===== config.mk =====
export PLATFORM = sky130hd
export DESIGN_NAME = fcce_cfg
export DESIGN_NICKNAME = d
export VERILOG_FILES = /design/src/design/fcce_pkg.sv /design/src/design/fcce_cfg.sv
export SDC_FILE = /design/constraint.sdc
export NUM_CORES = 1
export LEC_CHECK = 0
export BUFFER_PORTS_ARGS = -buffer_cell sky130_fd_sc_hd__buf_2
export CAP_MARGIN = 20
export CORE_ASPECT_RATIO = 1.4
export CORE_MARGIN = 1.5
export CORE_UTILIZATION = 43
export DETAILED_ROUTE_END_ITERATION = 7
export GPL_TIMING_DRIVEN = 0
export PLACE_DENSITY = 0.74
export RECOVER_POWER = 100
export SYNTH_ARGS = -nofsm -noshare
export SYNTH_HDL_FRONTEND = slang
export SYNTH_SLANG_ARGS = --single-unit

===== constraint.sdc =====
create_clock -name aclk -period 1.17 [get_ports aclk]
set_clock_uncertainty 0.1 [all_clocks]
set_input_delay 0.117 -clock aclk [delete_from_list [all_inputs] [get_ports aclk]]
set_output_delay 0.117 -clock aclk [all_outputs]
set_load 0.005 [all_outputs]

===== src/design/fcce_pkg.sv =====
// Shared types and constants for the FAT16 cluster chain engine.
// No dependencies; every other design file except fcce_ram refers to it by scoped names.
`timescale 1ns / 1ps

package fcce_pkg;

    // Table geometry
    localparam int TABLE_DEPTH = 4096;
    localparam int ADDR_W      = $clog2(TABLE_DEPTH);
    localparam int CNT_W       = $clog2(TABLE_DEPTH + 1);

    // Field widths
    localparam int CL_W        = 16;
    localparam int CMP_W       = CL_W + 1;
    localparam int EIU_W       = 17;
    localparam int LG_W        = 3;
    localparam int PAGE_W      = (1 << LG_W) - 1;
    localparam int SECTOR_SHIFT = 9;
    localparam int BYTE_W      = SECTOR_SHIFT;
    localparam int OFF_W       = 32;
    localparam int HOP_W       = OFF_W - SECTOR_SHIFT;
    localparam int SEC_W       = 32;

    localparam logic [CL_W-1:0]  END_MARK  = 16'hFFFF;
    localparam logic [EIU_W-1:0] EIU_RESET = 17'd4096;

    // Operation codes carried on s_tuser
    typedef enum logic [1:0] {
        OP_WRITE  = 2'd0,
        OP_READ   = 2'd1,
        OP_LOCATE = 2'd2,
        OP_ALLOC  = 2'd3
    } op_t;

    // Result status carried on m_tuser
    typedef enum logic [1:0] {
        ST_OK    = 2'd0,
        ST_END   = 2'd1,
        ST_FULL  = 2'd2,
        ST_RANGE = 2'd3
    } status_t;

    // Register word indexes on the APB port
    typedef enum logic [1:0] {
        REG_DATA_START = 2'd0,
        REG_SEC_LOG2   = 2'd1,
        REG_ENTRIES    = 2'd2
    } reg_idx_t;

    // Sequencer states
    typedef enum logic [3:0] {
        S_IDLE,
        S_DISPATCH,
        S_RD_WAIT,
        S_WALK,
        S_LOC_END,
        S_SCAN,
        S_MARK,
        S_LINK,
        S_RESP
    } state_t;

    // Configuration as seen by the sequencer
    typedef struct packed {
        logic [SEC_W-1:0] data_start;
        logic [LG_W-1:0]  sec_log2;
        logic [CNT_W-1:0] usable;      // min(entries_in_use, TABLE_DEPTH)
    } cfg_t;

    // Table memory request
    typedef struct packed {
        logic              we;
        logic [ADDR_W-1:0] waddr;
        logic [CL_W-1:0]   wdata;
        logic              re;
        logic [ADDR_W-1:0] raddr;
    } ram_req_t;

endpackage


===== src/design/fcce_cfg.sv =====
// APB configuration registers of the cluster chain engine.
// Depends on fcce_pkg for register indexes and the cfg_t bundle.
`timescale 1ns / 1ps

module fcce_cfg (
    input  logic                aclk,
    input  logic                aresetn,
    input  logic                psel,
    input  logic                penable,
    input  logic                pwrite,
    input  logic [3:0]          paddr,
    input  logic [31:0]         pwdata,
    output logic [31:0]         prdata,
    output logic                pready,
    output fcce_pkg::cfg_t      cfg
);

    logic [31:0]                       data_start_reg, data_start_next;
    logic [fcce_pkg::LG_W-1:0]         sec_log2_reg, sec_log2_next;
    logic [fcce_pkg::EIU_W-1:0]        entries_reg, entries_next;
    logic                              wr_en;
    fcce_pkg::reg_idx_t                idx;

    assign pready = 1'b1;
    assign wr_en  = psel && penable && pwrite;
    assign idx    = fcce_pkg::reg_idx_t'(paddr[3:2]);

    // Register writes
    always_comb begin
        data_start_next = data_start_reg;
        sec_log2_next   = sec_log2_reg;
        entries_next    = entries_reg;
        if (wr_en && paddr[3:2] == fcce_pkg::REG_DATA_START) begin
            data_start_next = pwdata;
        end
        if (wr_en && paddr[3:2] == fcce_pkg::REG_SEC_LOG2) begin
            sec_log2_next = pwdata[fcce_pkg::LG_W-1:0];
        end
        if (wr_en && paddr[3:2] == fcce_pkg::REG_ENTRIES) begin
            entries_next = pwdata[fcce_pkg::EIU_W-1:0];
        end
    end

    always_ff @(posedge aclk) begin
        if (!aresetn) begin
            data_start_reg <= '0;
            sec_log2_reg   <= '0;
            entries_reg    <= fcce_pkg::EIU_RESET;
        end else begin
            data_start_reg <= data_start_next;
            sec_log2_reg   <= sec_log2_next;
            entries_reg    <= entries_next;
        end
    end

    // Read back
    always_comb begin
        case (idx)
            fcce_pkg::REG_DATA_START: prdata = data_start_reg;
            fcce_pkg::REG_SEC_LOG2:   prdata = 32'(sec_log2_reg);
            fcce_pkg::REG_ENTRIES:    prdata = 32'(entries_reg);
            default:                  prdata = '0;
        endcase
    end

    // Configuration bundle; usable entry count clipped to the table depth
    assign cfg.data_start = data_start_reg;
    assign cfg.sec_log2   = sec_log2_reg;
    assign cfg.usable     = (entries_reg > fcce_pkg::EIU_W'(fcce_pkg::TABLE_DEPTH))
                          ? fcce_pkg::CNT_W'(fcce_pkg::TABLE_DEPTH)
                          : entries_reg[fcce_pkg::CNT_W-1:0];

endmodule


==> flow_metrics.env <==
export IMPL_gp_congestion=0.8450
export IMPL_nNetsFinal=538
export IMPL_hold_viol_final=0
export IMPL_pwr_density_cell_mw_per_mm2=827.4
export IMPL_yosys_warnings=0
export IMPL_ant_nets=0
export IMPL_synth_top_area_share_pct=37.82
export IMPL_portBuffers=118
export IMPL_fin_cells=569
export IMPL_internal_power_uw=2473
export IMPL_synthFlopType="dfxtp_1"
export IMPL_combPwrFrac_pct=17.7
export IMPL_insertion_delay_ns=0.30
export IMPL_slew_headroom_pct=59.88
export IMPL_grt_pass1_wl_um=14690
export IMPL_arrival_ns=1.50
export IMPL_drive_gt1_share_pct=37.83
export IMPL_cp_cell_sequence="nor4_4, buf_2, nand2_1, nor2_1, buf_2"
export IMPL_area_growth_pct=48.14
export IMPL_dp_cells=520
export IMPL_min_delay_path_class="input port to flip-flop"
export IMPL_core_area_sq_mm=0.006211
export IMPL_setup_viol=31
export IMPL_fin_ws_ns=-0.5512
export IMPL_antennaDiodeCount=0
export IMPL_critPathTopFamily="simple AND/OR/NAND/NOR gates"
export IMPL_synth_area_leader_cell="dfxtp_1"
export IMPL_synth_top_cells_by_count="nand3_1 (53), dfxtp_1 (52), a21boi_1 (51), o21ai_1 (31)"
export IMPL_busiest_layer="met2"
export IMPL_pre_cts_slack_ns=-0.2119
export IMPL_peakVddDrop_v=0.0005849
export IMPL_swShare_pct=26.71
export IMPL_place_area_sq_mm=0.003465
export IMPL_drt_iter0_markers=191
export IMPL_ys_async_sr_fraction_pct=0
export IMPL_cts_tree="built"
export IMPL_cpPeakStageDelay_ns=0.35
export IMPL_max_freq_mhz=581.0
export IMPL_fillers=545
export IMPL_power_switching_uw=901.1
export IMPL_wire_per_inst_um=16.52
export IMPL_ys_types=29
export IMPL_regToRegStartpoint="entries_reg[16]"
export IMPL_grt_use_met3_pct=5.290
export IMPL_cts_path_max_buffers=2
export IMPL_hpwl_um=6441
export IMPL_die_w_um=70.62
export IMPL_finalMaxSlewViolations=0
export IMPL_reg2reg_depth=4
export IMPL_crit_path_start_kind="flip-flop"
export IMPL_cp_slowest_cell="nor4_4"
export IMPL_cp_max_fo=5
export IMPL_period_minus_slack_ns=1.721
export IMPL_drt_total_wl_um=9398
export IMPL_clock_power_share_pct=29.1
export IMPL_drc=0
export IMPL_firstDrtPassIters=4
export IMPL_clock_sinks=52
export IMPL_critPathBufInv=2
export IMPL_vias_per_cell=5.489
export IMPL_synth_seq_cells=52
export IMPL_rsz0062_at_grt="yes"
export IMPL_antenna_found_initial=0
export IMPL_synthTopCellsByArea="dfxtp_1 (38%), a21boi_1 (14%), nand3_1 (9.6%)"
export IMPL_dieArea_sq_mm=0.006897
export IMPL_row_count=34
export IMPL_worstHoldPathCells=2
export IMPL_avgSynthCellArea_sq_um=8.341
export IMPL_hold_path_startpoint="aresetn"
export IMPL_synth_edf_count=0
export IMPL_die_h_um=97.67
export IMPL_violations="setup timing"
export IMPL_overflow=0
export IMPL_timing_critical_path_mode_cell="buf_2"
export IMPL_crit_required_ns=0.95
export IMPL_worstSetupPathType="flip-flop to primary output"
export IMPL_layout_worst_path_cycle_share_pct=147.1
export IMPL_worstSetupEndpointType="primary output"
export IMPL_htree_levels=2
export IMPL_grt_usage_pct=26.75
export IMPL_p_leak_uw=0.001825
export IMPL_cts_buffers=5
export IMPL_postLayoutCellArea_sq_mm=0.004078
export IMPL_tightest_slew_ns=0.6018
export IMPL_met1_usage_pct=28.32
export IMPL_synthCells=330
export IMPL_io_pins=122
export IMPL_syn_nets=371
export IMPL_synth_most_common_cell="nand3_1"
export IMPL_grt_max_degree=15
export IMPL_drv_cap=0
export IMPL_largest_reg_flops=32
export IMPL_initial_core_util_pct=44.32
export IMPL_clockRootBuffer="clkbuf_8"
export IMPL_ys_seq_area_share_pct=37.82
export IMPL_vias=3123
export IMPL_crit_start="entries_reg[16]"
export IMPL_syn_area_sq_mm=0.002753
export IMPL_status="finished, violations left"
export IMPL_path_depth=5
export IMPL_grt_pass1_vias=3112
export IMPL_use_met2_pct=48.84
export IMPL_seqPwrFrac_pct=53.1
export IMPL_clkSlewWorstSetupHoldPaths_ns=0.09
## path summary, 6_finish.rpt
| kind | end | slack [ns] |
|---|---|---|
| setup / recovery | cfg[8] | -0.55 |
| hold / removal | entries_reg[3] | 0.03 |
| setup reg to reg | entries_reg[16] | 0.24 |
| hold reg to reg | data_start_reg[30] | 0.39 |
## layer usage
metal / wire, um / vias to the layer above / part of all wire, %
li1: - / 1495 / -
met1: 3645 / 1476 / 39
met2: 4947 / 134 / 53
met3: 579 / 18 / 6.2
met4: 225 / 0 / 2.4
met5: 0 / - / 0
## layout make-up
type	instances	area, sq um	share of cell area, %
multi-input cells	243	1560	38.26
flip-flops and latches	52	1091	26.76
repair buffers	160	1001	24.55
plain buffers	33	250.2	6.137
well taps	72	90.09	2.209
clock buffers	6	72.57	1.780
inverters	2	7.507	0.1841
clock inverters	1	5.005	0.1227
## worst register-to-register path, cell delays in order (launching register included)
cell and delay, ns:
dfxtp_2 0.36, buf_4 0.11, buf_6 0.08, o21ai_0 0.07, a21boi_1 0.14
## cell usage in the layout, fill, tap and decap left out, types with 2 or more instances in the layout
| cell type | netlist | layout |
|---|---|---|
| clkbuf_8 | 0 | 5 |
| nand3_1 | 53 | 54 |
| o21ai_0 | 22 | 25 |
| dfxtp_4 | 0 | 11 |
| nor2_1 | 22 | 21 |
| and3_4 | 0 | 3 |
| mux2i_1 | 17 | 17 |
| dlygate4sd3_1 | 0 | 32 |
| a21boi_1 | 51 | 34 |
| buf_4 | 7 | 15 |
| and3_1 | 5 | 2 |
| a21boi_0 | 0 | 17 |
| o21ai_2 | 2 | 3 |
| buf_12 | 1 | 2 |
| clkbuf_1 | 10 | 20 |
| nand2_1 | 11 | 9 |
| nand2_2 | 0 | 2 |
| dfxtp_1 | 52 | 34 |
| buf_2 | 5 | 110 |
| clkbuf_2 | 2 | 2 |
| dfxtp_2 | 0 | 7 |
| and2_1 | 16 | 14 |
| nor4_4 | 1 | 4 |
| buf_6 | 8 | 13 |
| and2_4 | 0 | 2 |
| o21ai_1 | 31 | 27 |
## per-stage QoR
step / hold WS [ns] / power [uW] / util [%] / setup TNS, ns
after global routing: 0.02165 / 3506 / 65.65 / -10.01
final: 0.03248 / 3374 / 65.65 / -7.593
after CTS: 0.02681 / 3371 / 64.14 / -6.850
after floorplan: 0.1561 / 2129 / - / -0.02255
after detailed placement: 0.2805 / 2332 / 55.78 / -6.875
after global placement: 0.2694 / 2325 / 55.78 / -4.367
## cell families after synthesis
group / Yosys count / share of synthesized area, %
multiplexers: 17 / 6.182
flip-flops: 52 / 37.82
buffers and inverters: 35 / 8.818
AO/OA/AOI/OAI: 107 / 24.41
AND/OR/NAND/NOR: 118 / 22.64
other: 1 / 0.1362
## power groups by stage
stage | Sequential [uW] | Clock, uW | Combinational [uW]
global placement | 1850 | 0 | 473
finish | 1790 | 983 | 599
floorplan | 1850 | 0 | 279
global route | 1800 | 1070 | 644
detailed placement | 1850 | 0 | 479
CTS | 1800 | 985 | 582
## repair_timing
item	in CTS	in global routing
setup endpoints to repair	45	42
resized for setup	40	30
setup buffers	5	4
hold buffers	32	0
cloned	1	0
pin swaps	7	8
endpoints found under the hold margin	52	0
Power figures use the tool's default switching activity.
