--- src/design/fcce_pkg.sv ---
// Shared types and constants for the FAT16 cluster chain engine.
// No dependencies; every other design file except fcce_ram refers to it by scoped names.
`timescale 1ns / 1ps

package fcce_pkg;

    // Table geometry
    localparam int TABLE_DEPTH = 4096;
    localparam int ADDR_W      = $clog2(TABLE_DEPTH);
    localparam int CNT_W       = $clog2(TABLE_DEPTH + 1);

    // Field widths
    localparam int CL_W        = 16;
    localparam int CMP_W       = CL_W + 1;
    localparam int EIU_W       = 17;
    localparam int LG_W        = 3;
    localparam int PAGE_W      = (1 << LG_W) - 1;
    localparam int SECTOR_SHIFT = 9;
    localparam int BYTE_W      = SECTOR_SHIFT;
    localparam int OFF_W       = 32;
    localparam int HOP_W       = OFF_W - SECTOR_SHIFT;
    localparam int SEC_W       = 32;

    localparam logic [CL_W-1:0]  END_MARK  = 16'hFFFF;
    localparam logic [EIU_W-1:0] EIU_RESET = 17'd4096;

    // Operation codes carried on s_tuser
    typedef enum logic [1:0] {
        OP_WRITE  = 2'd0,
        OP_READ   = 2'd1,
        OP_LOCATE = 2'd2,
        OP_ALLOC  = 2'd3
    } op_t;

    // Result status carried on m_tuser
    typedef enum logic [1:0] {
        ST_OK    = 2'd0,
        ST_END   = 2'd1,
        ST_FULL  = 2'd2,
        ST_RANGE = 2'd3
    } status_t;

    // Register word indexes on the APB port
    typedef enum logic [1:0] {
        REG_DATA_START = 2'd0,
        REG_SEC_LOG2   = 2'd1,
        REG_ENTRIES    = 2'd2
    } reg_idx_t;

    // Sequencer states
    typedef enum logic [3:0] {
        S_IDLE,
        S_DISPATCH,
        S_RD_WAIT,
        S_WALK,
        S_LOC_END,
        S_SCAN,
        S_MARK,
        S_LINK,
        S_RESP
    } state_t;

    // Configuration as seen by the sequencer
    typedef struct packed {
        logic [SEC_W-1:0] data_start;
        logic [LG_W-1:0]  sec_log2;
        logic [CNT_W-1:0] usable;      // min(entries_in_use, TABLE_DEPTH)
    } cfg_t;

    // Table memory request
    typedef struct packed {
        logic              we;
        logic [ADDR_W-1:0] waddr;
        logic [CL_W-1:0]   wdata;
        logic              re;
        logic [ADDR_W-1:0] raddr;
    } ram_req_t;

endpackage

--- src/design/fcce_ctrl.sv ---
// Sequencer of the cluster chain engine: dispatch, chain walk, free scan, result stage.
// Depends on fcce_pkg; drives the table RAM through a ram_req_t bundle.
`timescale 1ns / 1ps

module fcce_ctrl (
    input  logic                              aclk,
    input  logic                              aresetn,
    input  fcce_pkg::cfg_t                    cfg,
    // input transactions
    input  logic                              s_valid,
    output logic                              s_ready,
    input  fcce_pkg::op_t                     s_op,
    input  logic [fcce_pkg::CL_W-1:0]         s_cluster,
    input  logic [fcce_pkg::CL_W-1:0]         s_entry_value,
    input  logic [fcce_pkg::OFF_W-1:0]        s_offset,
    // result transactions
    output logic                              m_valid,
    input  logic                              m_ready,
    output fcce_pkg::status_t                 m_status,
    output logic [fcce_pkg::CL_W-1:0]         m_cluster_out,
    output logic [fcce_pkg::SEC_W-1:0]        m_sector,
    output logic [fcce_pkg::BYTE_W-1:0]       m_byte_in_sector,
    // table memory
    output fcce_pkg::ram_req_t                ram_req,
    input  logic [fcce_pkg::CL_W-1:0]         ram_rdata
);

    localparam int ADDR_W = fcce_pkg::ADDR_W;
    localparam int CNT_W  = fcce_pkg::CNT_W;
    localparam int CL_W   = fcce_pkg::CL_W;
    localparam int CMP_W  = fcce_pkg::CMP_W;
    localparam int HOP_W  = fcce_pkg::HOP_W;
    localparam int PAGE_W = fcce_pkg::PAGE_W;
    localparam int BYTE_W = fcce_pkg::BYTE_W;
    localparam int SEC_W  = fcce_pkg::SEC_W;
    localparam int SSH    = fcce_pkg::SECTOR_SHIFT;

    fcce_pkg::state_t      state_reg, state_next;

    // latched item
    fcce_pkg::op_t         op_reg, op_next;
    logic [CL_W-1:0]       cl_reg, cl_next;
    logic [CL_W-1:0]       val_reg, val_next;
    logic [31:0]           off_reg, off_next;

    // walk and scan state
    logic [HOP_W-1:0]      hops_reg, hops_next;
    logic [PAGE_W-1:0]     page_reg, page_next;
    logic [BYTE_W-1:0]     byte_reg, byte_next;
    logic [CL_W-1:0]       cur_reg, cur_next;
    logic                  walk_ram_reg, walk_ram_next;
    logic [CNT_W-1:0]      scan_reg, scan_next;
    logic                  pend_reg, pend_next;
    logic [ADDR_W-1:0]     pidx_reg, pidx_next;

    // pending result
    fcce_pkg::status_t     rst_reg, rst_next;
    logic [CL_W-1:0]       rcl_reg, rcl_next;
    logic [SEC_W-1:0]      rsec_reg, rsec_next;
    logic [BYTE_W-1:0]     rbyte_reg, rbyte_next;

    // output register
    logic                  mv_reg, mv_next;
    fcce_pkg::status_t     ost_reg, ost_next;
    logic [CL_W-1:0]       ocl_reg, ocl_next;
    logic [SEC_W-1:0]      osec_reg, osec_next;
    logic [BYTE_W-1:0]     obyte_reg, obyte_next;

    // decoded conditions
    logic                  accept;
    logic                  out_load;
    logic                  cl_oor;
    logic [CL_W-1:0]       cur;
    logic                  cur_oor;
    logic                  cur_end;
    logic                  end_oor;
    logic                  end_end;
    logic                  scan_hit;
    logic                  scan_more;
    logic [ADDR_W-1:0]     rel;
    logic [SEC_W-1:0]      sec_base;

    assign s_ready  = (state_reg == fcce_pkg::S_IDLE);
    assign accept   = s_valid && s_ready;
    assign out_load = (state_reg == fcce_pkg::S_RESP) && (!mv_reg || m_ready);

    assign cl_oor    = CMP_W'(cl_reg) >= CMP_W'(cfg.usable);
    // chain follows RAM data right after a hop read
    assign cur       = walk_ram_reg ? ram_rdata : cur_reg;
    assign cur_end   = (cur == fcce_pkg::END_MARK);
    assign cur_oor   = CMP_W'(cur) >= CMP_W'(cfg.usable);
    assign end_end   = (cur_reg == fcce_pkg::END_MARK);
    assign end_oor   = (CMP_W'(cur_reg) >= CMP_W'(cfg.usable)) || (cur_reg < CL_W'(2));
    assign scan_hit  = pend_reg && (ram_rdata == '0);
    assign scan_more = scan_reg < cfg.usable;
    assign rel       = cur_reg[ADDR_W-1:0] - ADDR_W'(2);
    assign sec_base  = SEC_W'(rel) << cfg.sec_log2;

    // Next state
    always_comb begin
        state_next = state_reg;
        case (state_reg)
            fcce_pkg::S_IDLE: begin
                if (accept) begin
                    state_next = fcce_pkg::S_DISPATCH;
                end
            end
            fcce_pkg::S_DISPATCH: begin
                case (op_reg)
                    fcce_pkg::OP_WRITE:  state_next = fcce_pkg::S_RESP;
                    fcce_pkg::OP_READ:   state_next = cl_oor ? fcce_pkg::S_RESP
                                                             : fcce_pkg::S_RD_WAIT;
                    fcce_pkg::OP_LOCATE: state_next = fcce_pkg::S_WALK;
                    fcce_pkg::OP_ALLOC:  state_next = (cl_reg != '0 && cl_oor)
                                                    ? fcce_pkg::S_RESP : fcce_pkg::S_SCAN;
                    default:             state_next = fcce_pkg::S_RESP;
                endcase
            end
            fcce_pkg::S_RD_WAIT: state_next = fcce_pkg::S_RESP;
            fcce_pkg::S_WALK: begin
                if (hops_reg == '0) begin
                    state_next = fcce_pkg::S_LOC_END;
                end else if (cur_end || cur_oor) begin
                    state_next = fcce_pkg::S_RESP;
                end
            end
            fcce_pkg::S_LOC_END: state_next = fcce_pkg::S_RESP;
            fcce_pkg::S_SCAN: begin
                if (scan_hit) begin
                    state_next = fcce_pkg::S_MARK;
                end else if (!scan_more && !pend_reg) begin
                    state_next = fcce_pkg::S_RESP;
                end
            end
            fcce_pkg::S_MARK: state_next = (cl_reg != '0) ? fcce_pkg::S_LINK
                                                          : fcce_pkg::S_RESP;
            fcce_pkg::S_LINK: state_next = fcce_pkg::S_RESP;
            fcce_pkg::S_RESP: begin
                if (out_load) begin
                    state_next = fcce_pkg::S_IDLE;
                end
            end
            default: state_next = fcce_pkg::S_IDLE;
        endcase
    end

    // Datapath and memory requests
    always_comb begin
        op_next       = op_reg;
        cl_next       = cl_reg;
        val_next      = val_reg;
        off_next      = off_reg;
        hops_next     = hops_reg;
        page_next     = page_reg;
        byte_next     = byte_reg;
        cur_next      = cur_reg;
        walk_ram_next = walk_ram_reg;
        scan_next     = scan_reg;
        pend_next     = pend_reg;
        pidx_next     = pidx_reg;
        rst_next      = rst_reg;
        rcl_next      = rcl_reg;
        rsec_next     = rsec_reg;
        rbyte_next    = rbyte_reg;
        ram_req       = '0;

        case (state_reg)
            fcce_pkg::S_IDLE: begin
                if (accept) begin
                    op_next  = s_op;
                    cl_next  = s_cluster;
                    val_next = s_entry_value;
                    off_next = s_offset;
                end
                rst_next   = fcce_pkg::ST_OK;
                rcl_next   = '0;
                rsec_next  = '0;
                rbyte_next = '0;
            end
            fcce_pkg::S_DISPATCH: begin
                case (op_reg)
                    fcce_pkg::OP_WRITE: begin
                        if (cl_oor) begin
                            rst_next = fcce_pkg::ST_RANGE;
                        end else begin
                            ram_req.we    = 1'b1;
                            ram_req.waddr = cl_reg[ADDR_W-1:0];
                            ram_req.wdata = val_reg;
                            rcl_next      = cl_reg;
                        end
                    end
                    fcce_pkg::OP_READ: begin
                        if (cl_oor) begin
                            rst_next = fcce_pkg::ST_RANGE;
                        end else begin
                            ram_req.re    = 1'b1;
                            ram_req.raddr = cl_reg[ADDR_W-1:0];
                        end
                    end
                    fcce_pkg::OP_LOCATE: begin
                        hops_next     = HOP_W'(off_reg[31:SSH] >> cfg.sec_log2);
                        page_next     = off_reg[SSH +: PAGE_W]
                                      & ((PAGE_W'(1) << cfg.sec_log2) - PAGE_W'(1));
                        byte_next     = off_reg[BYTE_W-1:0];
                        cur_next      = cl_reg;
                        walk_ram_next = 1'b0;
                    end
                    fcce_pkg::OP_ALLOC: begin
                        if (cl_reg != '0 && cl_oor) begin
                            rst_next = fcce_pkg::ST_RANGE;
                        end
                        scan_next = CNT_W'(2);
                        pend_next = 1'b0;
                    end
                    default: ;
                endcase
            end
            fcce_pkg::S_RD_WAIT: begin
                rcl_next = ram_rdata;
            end
            // one hop per cycle: check the current cluster, then read its entry
            fcce_pkg::S_WALK: begin
                cur_next      = cur;
                walk_ram_next = 1'b0;
                if (hops_reg != '0) begin
                    if (cur_end) begin
                        rst_next = fcce_pkg::ST_END;
                        rcl_next = cur;
                    end else if (cur_oor) begin
                        rst_next = fcce_pkg::ST_RANGE;
                        rcl_next = cur;
                    end else begin
                        ram_req.re    = 1'b1;
                        ram_req.raddr = cur[ADDR_W-1:0];
                        hops_next     = hops_reg - HOP_W'(1);
                        walk_ram_next = 1'b1;
                    end
                end
            end
            fcce_pkg::S_LOC_END: begin
                rcl_next = cur_reg;
                if (end_end) begin
                    rst_next = fcce_pkg::ST_END;
                end else if (end_oor) begin
                    rst_next = fcce_pkg::ST_RANGE;
                end else begin
                    rsec_next  = (sec_base | SEC_W'(page_reg)) + cfg.data_start;
                    rbyte_next = byte_reg;
                end
            end
            // pipelined scan: issue one read per cycle, test the previous one
            fcce_pkg::S_SCAN: begin
                if (!scan_hit) begin
                    if (scan_more) begin
                        ram_req.re    = 1'b1;
                        ram_req.raddr = scan_reg[ADDR_W-1:0];
                        pend_next     = 1'b1;
                        pidx_next     = scan_reg[ADDR_W-1:0];
                        scan_next     = scan_reg + CNT_W'(1);
                    end else begin
                        pend_next = 1'b0;
                        if (!pend_reg) begin
                            rst_next = fcce_pkg::ST_FULL;
                        end
                    end
                end
            end
            fcce_pkg::S_MARK: begin
                ram_req.we    = 1'b1;
                ram_req.waddr = pidx_reg;
                ram_req.wdata = fcce_pkg::END_MARK;
                rcl_next      = CL_W'(pidx_reg);
            end
            fcce_pkg::S_LINK: begin
                ram_req.we    = 1'b1;
                ram_req.waddr = cl_reg[ADDR_W-1:0];
                ram_req.wdata = CL_W'(pidx_reg);
            end
            default: ;
        endcase
    end

    // Output register: holds a result while the next item is taken in
    always_comb begin
        mv_next    = mv_reg;
        ost_next   = ost_reg;
        ocl_next   = ocl_reg;
        osec_next  = osec_reg;
        obyte_next = obyte_reg;
        if (out_load) begin
            mv_next    = 1'b1;
            ost_next   = rst_reg;
            ocl_next   = rcl_reg;
            osec_next  = rsec_reg;
            obyte_next = rbyte_reg;
        end else if (m_ready) begin
            mv_next = 1'b0;
        end
    end

    // Control registers
    always_ff @(posedge aclk) begin
        if (!aresetn) begin
            state_reg <= fcce_pkg::S_IDLE;
            mv_reg    <= 1'b0;
        end else begin
            state_reg <= state_next;
            mv_reg    <= mv_next;
        end
    end

    // Payload registers
    always_ff @(posedge aclk) begin
        op_reg       <= op_next;
        cl_reg       <= cl_next;
        val_reg      <= val_next;
        off_reg      <= off_next;
        hops_reg     <= hops_next;
        page_reg     <= page_next;
        byte_reg     <= byte_next;
        cur_reg      <= cur_next;
        walk_ram_reg <= walk_ram_next;
        scan_reg     <= scan_next;
        pend_reg     <= pend_next;
        pidx_reg     <= pidx_next;
        rst_reg      <= rst_next;
        rcl_reg      <= rcl_next;
        rsec_reg     <= rsec_next;
        rbyte_reg    <= rbyte_next;
        ost_reg      <= ost_next;
        ocl_reg      <= ocl_next;
        osec_reg     <= osec_next;
        obyte_reg    <= obyte_next;
    end

    assign m_valid          = mv_reg;
    assign m_status         = ost_reg;
    assign m_cluster_out    = ocl_reg;
    assign m_sector         = osec_reg;
    assign m_byte_in_sector = obyte_reg;

endmodule

--- config.mk ---
export PLATFORM = sky130hd
export DESIGN_NAME = fcce_ctrl
export DESIGN_NICKNAME = d
export VERILOG_FILES = /design/src/design/fcce_pkg.sv /design/src/design/fcce_ctrl.sv
export SDC_FILE = /design/constraint.sdc
export NUM_CORES = 1
export LEC_CHECK = 0
export ABC_AREA = 1
export BUFFER_PORTS_ARGS = -buffer_cell sky130_fd_sc_hd__buf_2
export CAP_MARGIN = 10
export CORE_UTILIZATION = 25
export DETAILED_ROUTE_END_ITERATION = 16
export PLACE_DENSITY = 0.54
export SLEW_MARGIN = 20
export SYNTH_ARGS = -nofsm -noshare
export SYNTH_HDL_FRONTEND = slang
export SYNTH_SLANG_ARGS = --single-unit
--- constraint.sdc ---
create_clock -name aclk -period 14.8 [get_ports aclk]
set_input_delay 2.96 -clock aclk [delete_from_list [all_inputs] [get_ports aclk]]
set_output_delay 2.96 -clock aclk [all_outputs]
set_load 0.005 [all_outputs]
==> summary.txt, run 1 <==
Timing
  – Tightest Pin Transition: roughly 950 ps
  – Final Slew Violations: 0
  – Final Cycle Share: approximately 59%
  – Finish-stage setup viols: 0
  – Setup TNS: 0 ps
  – Hold Vio Cnt, Final: 0
  – Tmin final: 8670 ps
  – Worst rel slew slack: a little under two fifths
  – Final worst slack: 6130 ps
  – Max Fclk: 115 MHz
  – Fin Clk Skew: between 15 and 20 ps
  – Hold slack final: a little over 400 ps
  – RSZ-0062 raised after global routing: false

Clocking
  – Setup Buffers After CTS: 0
  – Max clock buf depth: 3
  – CTS tree: built
  – Worst-Skew Late Latency: roughly 550 ps
  – CTS sink count: 271
  – Hold_buf cts: 0
  – CTS clk-pin slew, worst paths: ~60 ps
  – Post-CTS Resized: 0
  – H-tree levels: 2
  – Num CTS Buffers: 35
  – CTS Root Buffer Type: clkbuf_16

Setup path
  – Critical-path cell list: buf_2 -> inv_1 -> ha_1 -> a21oi_1 -> o21ai_0 -> a21oi_1 -> nand2_1 -> nor3_4 -> nand2_2 -> o211ai_1 -> buf_2
  – Arrival @ worst endpoint: 5710 ps
  – Slowest-stage cell, CP: nor3_4
  – Slowest stage delay, CP: ~670 ps
  – Critical path startpoint category: input port
  – Crit path capture: ram_req[3]
  – CP max FO: 20
  – Cell family with most CP delay: simple AND/OR/NAND/NOR gates
  – Critical path buffers and inverters: 3
  – Worst EP required: 11840 ps
  – Endpoint type of the worst setup path: output pin
  – FF-to-FF Start: cur_reg[1]$_DFFE_PP_
  – Worst reg2reg path depth: 18
  – Critical Path Start: cfg[11]
  – Type of the worst setup path: input port to output pin
  – WP depth: 11
  – Reg-to-Reg End: rsec_reg[21]$_SDFFCE_PN0P_
  – R2R setup slack: 10550 ps

Route
  – Routed wire length: 53300 um
  – DRT antenna net count: 0
  – Via/cell ratio: 4.83
  – DRT iter0 DRCs: 973
  – First-pass DRT Iterations: 6
  – Routed vias: 13100
  – DRC: 0
  – WL per Instance: 19.6 um

Final layout
  – Layout area overhead: 21.0%
  – Fin cells: 2713
  – Layout cells sized above 1: 16.9%
  – Final nets: 2116

Power and ir drop
  – Worst vdd ir: 0.0791 mV
  – PnR Total Power: 2.12 mW
  – Pwr/cell area: 115 nW/um^2
  – Pleak: 7.77 nW

Synthesis
  – Cell count after synthesis: around 1700
  – Synth cell types: 51
  – Avg Synthesized Cell Area: 9.11 um^2
  – Synth top area cells: edfxtp_1 53%, nand2_1 9.0%, ha_1 6.2%
  – Main combinational cell family by area after synthesis: simple AND/OR/NAND/NOR gates
  – Post-synthesis xor/xnor area fraction: 0.864%
  – Synth warnings: 0
  – Mapped Area: 15200 um^2
  – Post-Syn Nets: 1880
  – Adder-cell share of the synthesized area: 6.30%
  – Main synth FF type: edfxtp_1
  – Post-synth EDFFs: around 270
  – Commonest cells in the netlist: 366 x nand2_1, 266 x edfxtp_1, 187 x inv_1
  – Synth Area in Simple Gates: 19.4%
  – Largest area contributor in the netlist: edfxtp_1
  – Post-synthesis compound-gate area fraction: 13.5%
  – Count leader, synth: nand2_1
  – Multiplexer share of the synthesized area: 0.658%
  – Synth top area share: 52.5%
  – Yosys reg bits: 271
  – Fraction of registers with async set/reset: 0%
  – Sequential element share of the synthesized area: 53.2%

Place
  – Post-DP HPWL: 41600 um
  – RePlAce Congestion: 0.893
  – Placed Cells: roughly 2700
  – Pre-CTS setup slack: 5460 ps
  – PortBufs: 236

Global routing
  – First-pass GRT wire length: 78900 um
  – Gr ovfl total: 0
  – Vias in the first global route: 12700
  – Initial antenna violation count: 3
  – Gr usage total: 16.9%
  – Largest net degree at the start of global routing: 60

Floorplanning
  – Core Region: between 60000 and 70000 um^2
  – Die ar.: 61800 um^2
  – FP Rows: 90
  – Initial Util: approximately a quarter
  – Die height: 249 um
  – I/O Pins: 237
  – Die X: 249 um

Flow run
  – Number of max-cap violations: 0

Outcome
  – Outcome: complete, no violations

Worst hold path
  – Hold path start: rbyte_reg[6]$_SDFFCE_PN0P_
  – Hold Crit Class: flip-flop to flip-flop
==> stage by stage <==
| stage | util (%) | cell area [um^2] |
|---|---|---|
| 2_1_floorplan | - | 15200 |
| 3_3_place_gp | 28.7 | 17300 |
| 3_5_place_dp | 28.7 | 17300 |
| 4_1_cts | 30.5 | 18400 |
| 5_1_grt | 30.5 | 18400 |
| 6_report | 30.5 | 18400 |
==> layout by cell type, fill, tap and decap left out, drive strengths merged, types with 10 or more instances in the layout <==
cell / n
nand4: 29
a21oi: 104
clkbuf: 41
nand3: 71
mux2i: 10
clkinv: 16
xor2: 10
inv: 191
ha: 75
buf: 246
nor3: 31
o221ai: 16
nor2: 167
nand2: 370
edfxtp: 266
o21ai: 171
o211ai: 25
==> how the worst min path moves through the flow <==
stage | endpoint | slack, ps | cells past startpoint
final | m_byte_in_sector[6]$_DFFE_PP_ | 410 | 0
after floorplan | byte_reg[0]$_DFFE_PP_ | 400 | 0
after global routing | byte_reg[3]$_DFFE_PP_ | 420 | 0
after global placement | m_byte_in_sector[4]$_DFFE_PP_ | 400 | 0
after detailed placement | m_cluster_out[3]$_DFFE_PP_ | 400 | 0
after CTS | m_byte_in_sector[6]$_DFFE_PP_ | 410 | 0
==> cells by family after synthesis <==
| logic type | after synthesis |
|---|---|
| AND/OR/NAND/NOR | 697 |
| AO/OA/AOI/OAI | 363 |
| flip-flops | 271 |
| buffers and inverters | 238 |
| adder cells (fa/ha/maj) | 76 |
| XOR/XNOR | 15 |
| multiplexers | 10 |
==> per-layer routing <==
layer	vias to the layer above	GRT usage [%]	part of all wire (%)
met3	92	3.36	6.2
li1	6302	-	-
met5	-	0	0.041
met4	4	6.65	3.7
met2	497	27.1	45
met1	6199	22.4	45
==> final cells by class <==
type                            instances  area (um^2)
Timing Repair Buffer                  246         1260
Multi-Input combinational cell       1161         6240
Sequential cell                       271         8090
Inverter                              191          717
Tap cell                              782          978
Fill cell                            6261        41900
Clock buffer                           41          941
Clock inverter                         20          175
Antenna cell                            1         2.50
==> power by group <==
group	switching (mW)	internal, mW
registers	0.0375	0.947
logic	0.204	0.0868
clock network	0.341	0.505
total	0.582	1.54
Note: power is estimated with default switching activity, not from simulation.
==> inputs of run 2 (changes only) <==
Settings changed: PLACE_DENSITY 0.54 to 0.55.
Clock period 14.8 ns to 7.9 ns, I/O delays scaled along.
==> run 2 against run 1 <==
Compared with the run above:
- sequential share of layout area about the same
- via count is 0.24% higher
- critical endpoint is now ram_req[6]
- clock skew is 26 ps higher
- combinational power grew 87%
==> summary.txt, run 2 (synthesis gave the netlist of run 1 again) <==
Outcome
  – Outcome: complete, no violations (unchanged)

Setup path
  – R2R setup slack: 3570 ps (was 10550 ps)
  – Critical-path cell list: buf_2 -> inv_1 -> nand2_1 -> o21ai_0 -> inv_1 -> ha_1 -> inv_1 -> o21bai_1 -> nand2_1 -> nand2_1 -> nand2_1 -> nand2_1 -> nand2_1 -> nand4_2 -> inv_2 -> a22oi_1 -> o21ai_0 -> buf_2 (was buf_2 -> inv_1 -> ha_1 -> a21oi_1 -> o21ai_0 -> a21oi_1 -> nand2_1 -> nor3_4 -> nand2_2 -> o211ai_1 -> buf_2)
  – Reg-to-Reg End: rsec_reg[26]$_SDFFCE_PN0P_ (was rsec_reg[21]$_SDFFCE_PN0P_)
  – FF-to-FF Start: cur_reg[1]$_DFFE_PP_ (unchanged)
  – Endpoint type of the worst setup path: output pin (unchanged)
  – Type of the worst setup path: input port to output pin (unchanged)
  – Slowest stage delay, CP: 430 ps (was 670 ps)
  – CP max FO: 11 (was 20)
  – Arrival @ worst endpoint: 4480 ps (was 5710 ps)
  – Critical path startpoint category: input port (unchanged)
  – CP most frequent cell: nand2_1
  – Worst EP required: 6320 ps (was 11840 ps)
  – Worst reg2reg path depth: 20 (was 18)
  – Slowest-stage cell, CP: nand4_2 (was nor3_4)

Clocking
  – Post-CTS Resized: 0 (unchanged)
  – Setup Buffers After CTS: 0 (unchanged)
  – CTS Root Buffer Type: clkbuf_16 (unchanged)
  – CTS tree: built (unchanged)
  – Hold_buf cts: 0 (unchanged)
  – Max clock buf depth: 3 (unchanged)
  – Num CTS Buffers: 35 (unchanged)
  – CTS clk-pin slew, worst paths: 50 ps (was 60 ps)
  – Worst-Skew Late Latency: 560 ps (was 550 ps)
  – CTS sink count: 271 (unchanged)
  – H-tree levels: 2 (unchanged)

Timing
  – Hold Vio Cnt, Final: 0 (unchanged)
  – Final Slew Violations: 0 (unchanged)
  – Final worst slack: 1840 ps (was 6130 ps)
  – RSZ-0062 raised after global routing: false (unchanged)
  – Worst rel slew slack: 21.1% (was 36.9%)
  – Fin Clk Skew: 43.3 ps (was 17.2 ps)
  – Finish-stage setup viols: 0 (unchanged)
  – Tightest Pin Transition: 1180 ps (was 946 ps)
  – Max Fclk: 165 MHz
  – Hold slack final: 416 ps (was 415 ps)
  – Tmin final: 6060 ps
  – Setup TNS: 0 ps (unchanged)
  – Final Cycle Share: between 70% and 80%

Worst hold path
  – Hold Crit Class: flip-flop to flip-flop (unchanged)
  – Hold path start: rsec_reg[24]$_SDFFCE_PN0P_ (was rbyte_reg[6]$_SDFFCE_PN0P_)
  – Worst Hold Depth: 0 (unchanged)
  – Worst hold endpoint: m_sector[24]$_DFFE_PP_ (was m_byte_in_sector[6]$_DFFE_PP_)

Global routing
  – Initial antenna violation count: 1 (was 3)
  – First-pass GRT wire length: 78000 um (was 78900 um)
  – Gr usage total: 16.8% (was 16.9%)
  – Vias in the first global route: 12700 (about the same)
  – Largest net degree at the start of global routing: 67 (was 60)
  – Gr ovfl total: 0 (unchanged)

Power and ir drop
  – Pwr/cell area: 214 nW/um^2 (was 115 nW/um^2)
  – Comb power frac: 13.8% (was 13.7%)
  – Sw frac: 27.6% (was 27.4%)
  – Pleak: 7.78 nW (was 7.77 nW)
  – Worst vdd ir: 0.156 mV (was 0.0791 mV)
  – Cell Int Power: 2.85 mW (was 1.54 mW)
  – Clk pwr share: 39.5% (was 39.9%)
  – Sequential power share: 46.7% (was 46.4%)
  – Sw power: 1.09 mW (was 582 uW)

Floorplanning
  – Core Region: 60200 um^2 (unchanged)
  – Initial Util: 25.2% (unchanged)
  – Die ar.: 61800 um^2 (unchanged)
  – FP Rows: 90 (unchanged)
  – I/O Pins: 237 (unchanged)
  – Die height: 249 um (unchanged)
  – Die X: 249 um (unchanged)

Route
  – WL per Instance: 19.6 um (about the same)
  – Routed vias: 13100 (about the same)
  – DRT antenna net count: 0 (unchanged)
  – Routed wire length: 53100 um (was 53300 um)
  – DRC: 0 (unchanged)
  – DRT iter0 DRCs: 881 (was 973)
  – First-pass DRT Iterations: 5 (was 6)
  – Via/cell ratio: 4.83 (about the same)

Final layout
  – Layout area overhead: 21.0% (about the same)
  – Final nets: 2123 (was 2116)
  – Layout cells sized above 1: 17.3% (was 16.9%)
  – Most common cell after layout, fill and taps aside: nand2_1 (unchanged)
  – Design area: 18400 um^2 (about the same)
  – Most frequent cells in the layout: 365 x nand2_1, 266 x edfxtp_1, 236 x buf_2 (unchanged)

Place
  – Area post-placement: 17300 um^2 (about the same)
  – Post-DP HPWL: 41900 um (was 41600 um)
  – Pre-CTS setup slack: 1940 ps (was 5460 ps)
  – RePlAce Congestion: 0.948 (was 0.893)
  – PortBufs: 236 (unchanged)

Flow run
  – Number of max-cap violations: 0 (unchanged)
==> run 2: changes by cell type in the layout (fill, tap and decap cells not counted), moves of 2 or more <==
cell,before,now
clkinvlp_4,1,4
clkinv_1,9,3
clkbuf_16,37,35
buf_4,10,17
clkbuf_1,4,6
==> run 2: worst max-delay path, delay by kind of cell <==
family	cells	cell delay, ps
buffers and inverters	6	1110
adders and majority gates	1	370
AOI/OAI and AO/OA	4	610
and+or+nand+nor	7	820
==> run 2: power groups by stage <==
| stage | Sequential (mW) | Clock (mW) | Combinational (mW) |
|---|---|---|---|
| after floorplan | 1.85 | 0 | 0.330 |
| after global placement | 1.87 | 0 | 0.540 |
| after detailed placement | 1.87 | 0 | 0.544 |
| after CTS | 1.84 | 1.62 | 0.547 |
| after global routing | 1.85 | 1.66 | 0.607 |
| final | 1.84 | 1.56 | 0.545 |
==> run 2: per-stage QoR <==
stage | power (mW) | utilization (%) | instances
finish | 3.94 | 30.6 | 2718
global route | 4.12 | 30.6 | 2717
CTS | 4.01 | 30.5 | 2717
detailed placement | 2.42 | 28.7 | 2658
global placement | 2.41 | 28.7 | 2658
floorplan | 2.18 | - | 1670
==> run 2: how the worst max path moves through the flow <==
| stage | from | endpoint | slack (ps) | cells after the start |
|---|---|---|---|---|
| floorplan | m_ready | m_byte_in_sector[0]$_DFFE_PP_ | 50 | 2 |
| global placement | ram_rdata[1] | ram_req[6] | 1940 | 18 |
| detailed placement | cfg[4] | ram_req[4] | 1940 | 16 |
| CTS | cfg[4] | ram_req[4] | 1930 | 16 |
| global route | cfg[4] | ram_req[4] | 1620 | 16 |
| finish | ram_rdata[1] | ram_req[6] | 1840 | 18 |
==> run 2: routing by layer <==
| layer | track usage, % | vias up | wire (um) |
|---|---|---|---|
| li1 | - | 6320 | - |
| met1 | 21.7 | 6222 | 23300 |
| met2 | 27.3 | 489 | 24400 |
| met3 | 3.79 | 92 | 3790 |
| met4 | 6.16 | 2 | 1580 |
| met5 | 0 | - | 11 |
==> run 2: area by class of cell <==
| class | instances | area (um^2) |
|---|---|---|
| clock inverters | 18 | 188 |
| flip-flops and latches | 271 | 8090 |
| fillers | 6299 | 41800 |
| repair buffers | 253 | 1310 |
| multi-input cells | 1161 | 6230 |
| inverters | 191 | 717 |
| diodes | 1 | 2.50 |
| well taps | 782 | 978 |
| clock buffers | 41 | 898 |
